**src/rtl/afcr_pkg.sv**
```systemverilog
`timescale 1ns / 1ps
// ----------------------------------------------------------------------------
// afcr_pkg: shared types and constants
// Payload structs, controller states and the command/status bundles.
// ----------------------------------------------------------------------------
package afcr_pkg;

   localparam int RING_DEPTH     = 4096;
   localparam int RING_AW        = $clog2(RING_DEPTH);
   localparam int CNT_W          = RING_AW + 1;
   localparam int SKIP_FRAMES    = 128;
   localparam int NEAR_FULL_FREE = 16;
   localparam int RESUME_FREE    = 512;
   localparam int RESUME_LIM     = (RESUME_FREE < RING_DEPTH) ? RESUME_FREE : RING_DEPTH;

   localparam logic [1:0] CSR_RESAMPLE_ENABLE = 2'd0;
   localparam logic [1:0] CSR_PHASE_INCREMENT = 2'd1;
   localparam logic [1:0] CSR_DROP_ON_OVERRUN = 2'd2;

   localparam logic OP_WRITE = 1'b0;
   localparam logic OP_READ  = 1'b1;

   typedef struct packed {
      logic              operation;
      logic signed [15:0] in_left;
      logic signed [15:0] in_right;
   } req_type;

   typedef struct packed {
      logic signed [15:0] out_left;
      logic signed [15:0] out_right;
      logic               done_res;
      logic               underrun;
      logic               writer_hold;
      logic [12:0]        fill_level;
   } rsp_type;

   typedef enum logic [3:0] {
      ST_IDLE,
      ST_WRITE,
      ST_READ_DIRECT,
      ST_CUBIC1,
      ST_CUBIC2,
      ST_CUBIC3,
      ST_CUBIC4,
      ST_POP_ADDR,
      ST_POP_DATA,
      ST_FINISH,
      ST_RESPOND
   } state_type;

   typedef struct packed {
      logic load_req;    // capture request payload
      logic do_write;    // store frame, handle near-full
      logic direct_read; // pop or repeat into output
      logic cubic_load;  // coefficients, start phase
      logic cubic_s1;
      logic cubic_s2;
      logic cubic_s3;
      logic cubic_out;
      logic pop_addr;    // present read address
      logic pop_shift;   // shift popped or repeated frame
      logic finish;      // hold update, build response
   } cmd_type;

   typedef struct packed {
      logic is_read;
      logic resample;
      logic pops_left;
   } status_type;

endpackage

```
**src/rtl/afcr_controller.sv**
```systemverilog
`timescale 1ns / 1ps
// ----------------------------------------------------------------------------
// afcr_controller: sequencer for write, direct read and resampled read
// Issues at most one datapath command per state and runs the handshakes.
// ----------------------------------------------------------------------------
module afcr_controller
   import afcr_pkg::*;
(
   input  logic       clock,
   input  logic       reset,
   input  logic       req_valid,
   output logic       req_ready,
   output logic       rsp_valid,
   input  logic       rsp_ready,
   input  status_type status,
   output cmd_type    cmd
);

   state_type state_ff, state_in;

   always_ff @(posedge clock) begin
      if (reset) begin
         state_ff <= ST_IDLE;
      end else begin
         state_ff <= state_in;
      end
   end

   always_comb begin
      state_in  = state_ff;
      cmd       = '0;
      req_ready = 1'b0;
      rsp_valid = 1'b0;
      unique case (state_ff)
         ST_IDLE: begin
            req_ready = 1'b1;
            if (req_valid) begin
               cmd.load_req = 1'b1;
               state_in = ST_WRITE;
            end
         end
         ST_WRITE: begin
            // rd data for the head is valid from here on
            if (!status.is_read) begin
               cmd.do_write = 1'b1;
               state_in = ST_FINISH;
            end else if (status.resample) begin
               state_in = ST_CUBIC1;
               cmd.cubic_load = 1'b1;
            end else begin
               state_in = ST_READ_DIRECT;
            end
         end
         ST_READ_DIRECT: begin
            cmd.direct_read = 1'b1;
            state_in = ST_FINISH;
         end
         ST_CUBIC1: begin
            cmd.cubic_s1 = 1'b1;
            state_in = ST_CUBIC2;
         end
         ST_CUBIC2: begin
            cmd.cubic_s2 = 1'b1;
            state_in = ST_CUBIC3;
         end
         ST_CUBIC3: begin
            cmd.cubic_s3 = 1'b1;
            state_in = ST_CUBIC4;
         end
         ST_CUBIC4: begin
            cmd.cubic_out = 1'b1;
            state_in = ST_POP_ADDR;
         end
         ST_POP_ADDR: begin
            // wait here for the registered ring read
            cmd.pop_addr = 1'b1;
            state_in = status.pops_left ? ST_POP_DATA : ST_FINISH;
         end
         ST_POP_DATA: begin
            cmd.pop_shift = 1'b1;
            state_in = ST_POP_ADDR;
         end
         ST_FINISH: begin
            cmd.finish = 1'b1;
            state_in = ST_RESPOND;
         end
         ST_RESPOND: begin
            rsp_valid = 1'b1;
            if (rsp_ready) state_in = ST_IDLE;
         end
         default: state_in = ST_IDLE;
      endcase
   end

`ifndef SYNTHESIS
   a_no_accept_busy: assert property (@(posedge clock) disable iff (reset)
      (state_ff != ST_IDLE) |-> !req_ready)
      else $error("request taken while busy");
   a_rsp_hold: assert property (@(posedge clock) disable iff (reset)
      (rsp_valid && !rsp_ready) |=> rsp_valid)
      else $error("response dropped before taken");
   a_finish_then_rsp: assert property (@(posedge clock) disable iff (reset)
      cmd.finish |=> rsp_valid)
      else $error("finish not followed by response");
`endif

endmodule

```
**config.mk**
```make
export PLATFORM = sky130hd
export DESIGN_NAME = afcr_controller
export DESIGN_NICKNAME = d
export VERILOG_FILES = /design/src/rtl/afcr_pkg.sv /design/src/rtl/afcr_controller.sv
export SDC_FILE = /design/constraint.sdc
export NUM_CORES = 1
export LEC_CHECK = 0
export ABC_CLOCK_PERIOD_IN_PS = 2100
export BUFFER_PORTS_ARGS = -buffer_cell sky130_fd_sc_hd__buf_4
export CAP_MARGIN = 10
export CORE_AREA = 2 2 39 41
export DETAILED_ROUTE_END_ITERATION = 10
export DIE_AREA = 0 0 41 43
export PLACE_DENSITY = 0.63
export SLEW_MARGIN = 0
export SYNTH_ARGS = -nofsm -noshare
export SYNTH_HDL_FRONTEND = slang
export SYNTH_SLANG_ARGS = --single-unit
```
**constraint.sdc**
```tcl
create_clock -name clock -period 2.1 [get_ports clock]
set_clock_uncertainty 0.05 [all_clocks]
set_input_delay 0.525 -clock clock [delete_from_list [all_inputs] [get_ports clock]]
set_output_delay 0.525 -clock clock [all_outputs]
set_load 0.005 [all_outputs]
```
**After elaboration in Yosys (flattened, before gate mapping)**

Index checks and enable logic that the tools add are counted.

- Word-level logic and storage cells: 39
- Bits in registers: 4

- Equality and inequality tests: 12
- Multiplexer cells: 23
- Reductions and logical operators: 3

Operators with widths:

| kind | number |
|---|---|
| $pmux W4 S10 | 1 |
| $mux W1 | 19 |
| $eq A4 B3 Y1 const B | 4 |
| $eq A4 B4 Y1 const B | 3 |
| $mux W4 | 3 |
| $eq A4 B2 Y1 const B | 2 |
| $eq A4 B1 Y1 const B | 1 |
| $logic_not A4 Y1 | 1 |
| $ne A2 B2 Y1 const B | 2 |
| $reduce_and A2 Y1 | 1 |
| $reduce_or A2 Y1 | 1 |

**Depth between registers and ports, before layout**

- Depth after elaboration: 3
- Mapped depth: 6
- Depth with buffers taken out: 4

**Least setup slack after synthesis**

No wires, ideal clock.

- Path kind: reg2out
- From: register state_ff[2]
- To: output cmd[10] (netlist name)
- Data arrival time: 1.260 ns
- Buffers on the path: 2
- Cell stages (with the launch flop): 7
- Path slack: 0.265 ns
- Cells stage by stage: dfxtp_1 > buf_6 > or2_1 > clkbuf_2 > or3_1 > inv_1 > and2_1

RTL lines:

| what | RTL line | RTL |
|---|---|---|
| start: declaration | afcr_controller.sv:19 | `state_type state_ff, state_in;` |
| start signal: assignment | afcr_controller.sv:25 | `state_ff <= state_in;` |
| end: declaration | afcr_controller.sv:16 | `output cmd_type cmd` |

==> flow_summary.yaml <==
status:
  status: "finished, final reports clean"
synthesis:
  syn_inst: 53
  ys_ff_latch: 4
  synth_top_area_frac: 0.2230
  yosysTopAreaCell: "dfxtp_1"
  ys_seq_area_frac: 0.2230
  ys_top_cells_by_area: "dfxtp_1 22%, nor2_1 10%, nor3_1 9.8%"
  yosysWarningCount: 0
  avgSynthCellArea_um2: 6.775
  yosysUniqueCellTypes: 26
  syn_nets: 60
  synth_area_um2: 359.1
global_routing:
  overflow: 0
  antenna_found_initial: 0
  grt_use_total: 0.1225
  grt_pass1_wl_um: 1469
  grt_pass1_vias: 345
  grt_max_degree: 15
critical_path:
  endpoint_kind: "output port"
  critPathRequiredTime_ns: 1.52
  r2r-start: "state_ff[2]"
  r2r-end: "state_ff[0]"
  r2r.worst_path.cells: 3
  r2r_slack_ns: 0.75
  critPathLaunchType: "register"
  slowest_stage: "dfxtp_2"
  cpPeakStageDelay_ns: 0.35
  path_max_fanout: 9
  crit_buf_inv: 2
  worstSetupPathType: "reg -> out"
  crit_family: "simple AND/OR/NAND/NOR gates"
  worstPathArrival_ns: 1.46
  crit_chain: "or2_4, or3_1, inv_1, and2_1, buf_4"
job:
  maxCapViolCount: 0
route:
  drt-initial-drc-count: 6
  antenna_left: 0
  dr.pass1.iters: 3
  wl_um: 929
  wl_per_cell_um: 10.56
  via_per_inst: 4.898
  dr_total_vias: 431
  drcViolationCount: 0
cells_and_area:
  syn_to_final_growth_pct: 48.78
  largest_register_ffs: 4
  utilization: 0.3861
  drive_gt1_frac: 0.4028
  fillers: 156
  antenna_cells: 0
  fin_nets: 81
  final_area_um2: 534.3
  largestRegisters: "state_ff x4"
  top_register: "state_ff"
power:
  p_int_mw: 0.3541
  switching_share: 0.3941
  p_seq_frac: 0.292
  total_power_mw: 0.5843
  powerDensity_nw_per_um2: 1094
  ir_drop_mv: 0.2880
  p_clk_frac: 0.163
  p_sw_mw: 0.2303
  p_leak_nw: 0.2569
  combPwrFrac: 0.545
clocking:
  ctsLongestPathBuffers: 2
  cts-buffers-inserted: 3
  htree_levels: 1
  clk_latency_ns: 0.24
  cts.clk_slew.worst_paths_ns: 0.03
  cts_root_buf: "clkbuf_4"
  clock-sinks: 4
  cts_tree: "built"
timing:
  slew_headroom: 0.7239
  fin_crit_sh: 0.9706
  fmax_ghz: 0.4906
  fin_crit_ns: 2.038
  max_slew.worst_pin.slew_ns: 0.4137
  rsz0062_at_grt: "true"
  setup_slack_ns: 0.06168
  hold_viol: 0
  slew_viol_final: 0
  finalSetupViolations: 0
hold_path:
  hold_path_depth: 2
  worstHoldPathType: "reg -> reg"
  min_to: "state_ff[1]"
  min_from: "state_ff[1]"
die:
  row_count: 14
  die_h_um: 43
  fp.dieArea_um2: 1763
  coreArea_um2: 1384
  die_width_um: 41
  num_io_pins: 20
  start_util: 0.2595
placement:
  postPlaceCellArea_um2: 498.0
  gp_congestion: 0.7607
  dpl_worst_slack_ns: 0.2284
  io_buffers: 19
  post-dp-hpwl_um: 713.8
==> cells in the final DEF (no fill, tap or decap) <==
master,synthesis,layout
clkbuf_4,0,3
nor3_1,7,7
mux2_2,1,1
dfxtp_2,0,3
or2b_1,1,1
o22ai_1,2,2
o221a_1,1,1
a21oi_1,1,1
inv_1,2,2
a22o_1,2,2
nor3b_1,1,1
nand2_1,3,3
nor2_1,10,10
nand2b_1,3,3
or3_1,1,1
o31ai_1,1,1
a21o_1,1,1
and2_1,1,1
buf_4,0,20
o21ai_0,1,1
o21ai_1,1,1
dfxtp_1,4,1
or2_4,0,1
nor2b_1,2,2
a21bo_2,1,1
and3_1,1,1
==> per-layer routing <==
metal / GRT usage / vias up / wire, µm
li1: - / 225 / -
met1: 0.1768 / 189 / 438
met2: 0.1531 / 15 / 408
met3: 0.06283 / 2 / 72
met4: 0.04000 / 0 / 9
met5: 0 / - / 0
==> cells by family after synthesis <==
| group | after synthesis | synth area share |
|---|---|---|
| and+or+nand+nor | 31 | 0.4321 |
| DFF | 4 | 0.2230 |
| AOI/OAI and AO/OA | 11 | 0.2265 |
| buffers and inverters | 6 | 0.08711 |
| muxes | 1 | 0.03136 |
==> repair_timing <==
action | CTS | global route
gates resized for setup | 1 | 3
endpoints found under the setup margin | 1 | 2
buffers inserted | 0 | 1
pin swaps | 0 | 1
hold buffers | 0 | 0
==> synth_stat cells <==
library cell / instances
nor2_1: 10
nor3_1: 7
dfxtp_1: 4
nand2_1: 3
nand2b_1: 3
a22o_1: 2
clkbuf_1: 2
inv_1: 2
nor2b_1: 2
o22ai_1: 2
a21bo_2: 1
a21o_1: 1
a21oi_1: 1
and2_1: 1
and3_1: 1
buf_6: 1
clkbuf_2: 1
mux2_2: 1
nor3b_1: 1
o21ai_0: 1
o21ai_1: 1
o221a_1: 1
o31ai_1: 1
or2_1: 1
or2b_1: 1
or3_1: 1
==> metrics by stage <==
step | setup TNS (ns) | hold WS [ns] | std cells
2_1_floorplan | 0 | 0.4930 | 53
3_3_place_gp | 0 | 0.5259 | 84
3_5_place_dp | 0 | 0.5346 | 84
4_1_cts | 0 | 0.5326 | 87
5_1_grt | -0.03551 | 0.5420 | 88
6_report | 0 | 0.5220 | 88
==> worst reg2reg max path, delay by kind of cell (launching register included) <==
family / cells / cell delay [ns]
flip-flops: 1 / 0.35
AO/OA/AOI/OAI: 1 / 0.25
AND/OR/NAND/NOR: 2 / 0.59
==> worst max path at each step <==
| stage | from | to | slack, ns | cells after the start |
|---|---|---|---|---|
| CTS | state_ff[1] | cmd[10] | 0.003 | 5 |
| detailed placement | state_ff[1] | cmd[10] | 0.23 | 5 |
| global placement | state_ff[1] | cmd[10] | 0.26 | 5 |
| floorplan | state_ff[2] | cmd[10] | 0.26 | 6 |
| global route | state_ff[2] | cmd[10] | -0.04 | 5 |
| finish | state_ff[2] | cmd[10] | 0.06 | 5 |
==> final cells by class <==
class                      instances  area [µm²]  area share
timing repair buffer              20       150.1      0.2810
tap                               16       20.02     0.03747
sequential                         4       83.83      0.1569
inverter                           2       7.507     0.01405
multi-input combinational         43       250.2      0.4684
clock buffer                       3       22.52     0.04215
==> power groups by stage <==
stage | combinational [mW] | clock (mW) | sequential [mW]
after floorplan | 0.238 | 0 | 0.123
after global placement | 0.300 | 0 | 0.166
after detailed placement | 0.301 | 0 | 0.164
after CTS | 0.310 | 0.0991 | 0.166
after global routing | 0.365 | 0.105 | 0.182
final | 0.318 | 0.0954 | 0.171
No activity file was read; power rests on OpenSTA's default activity.
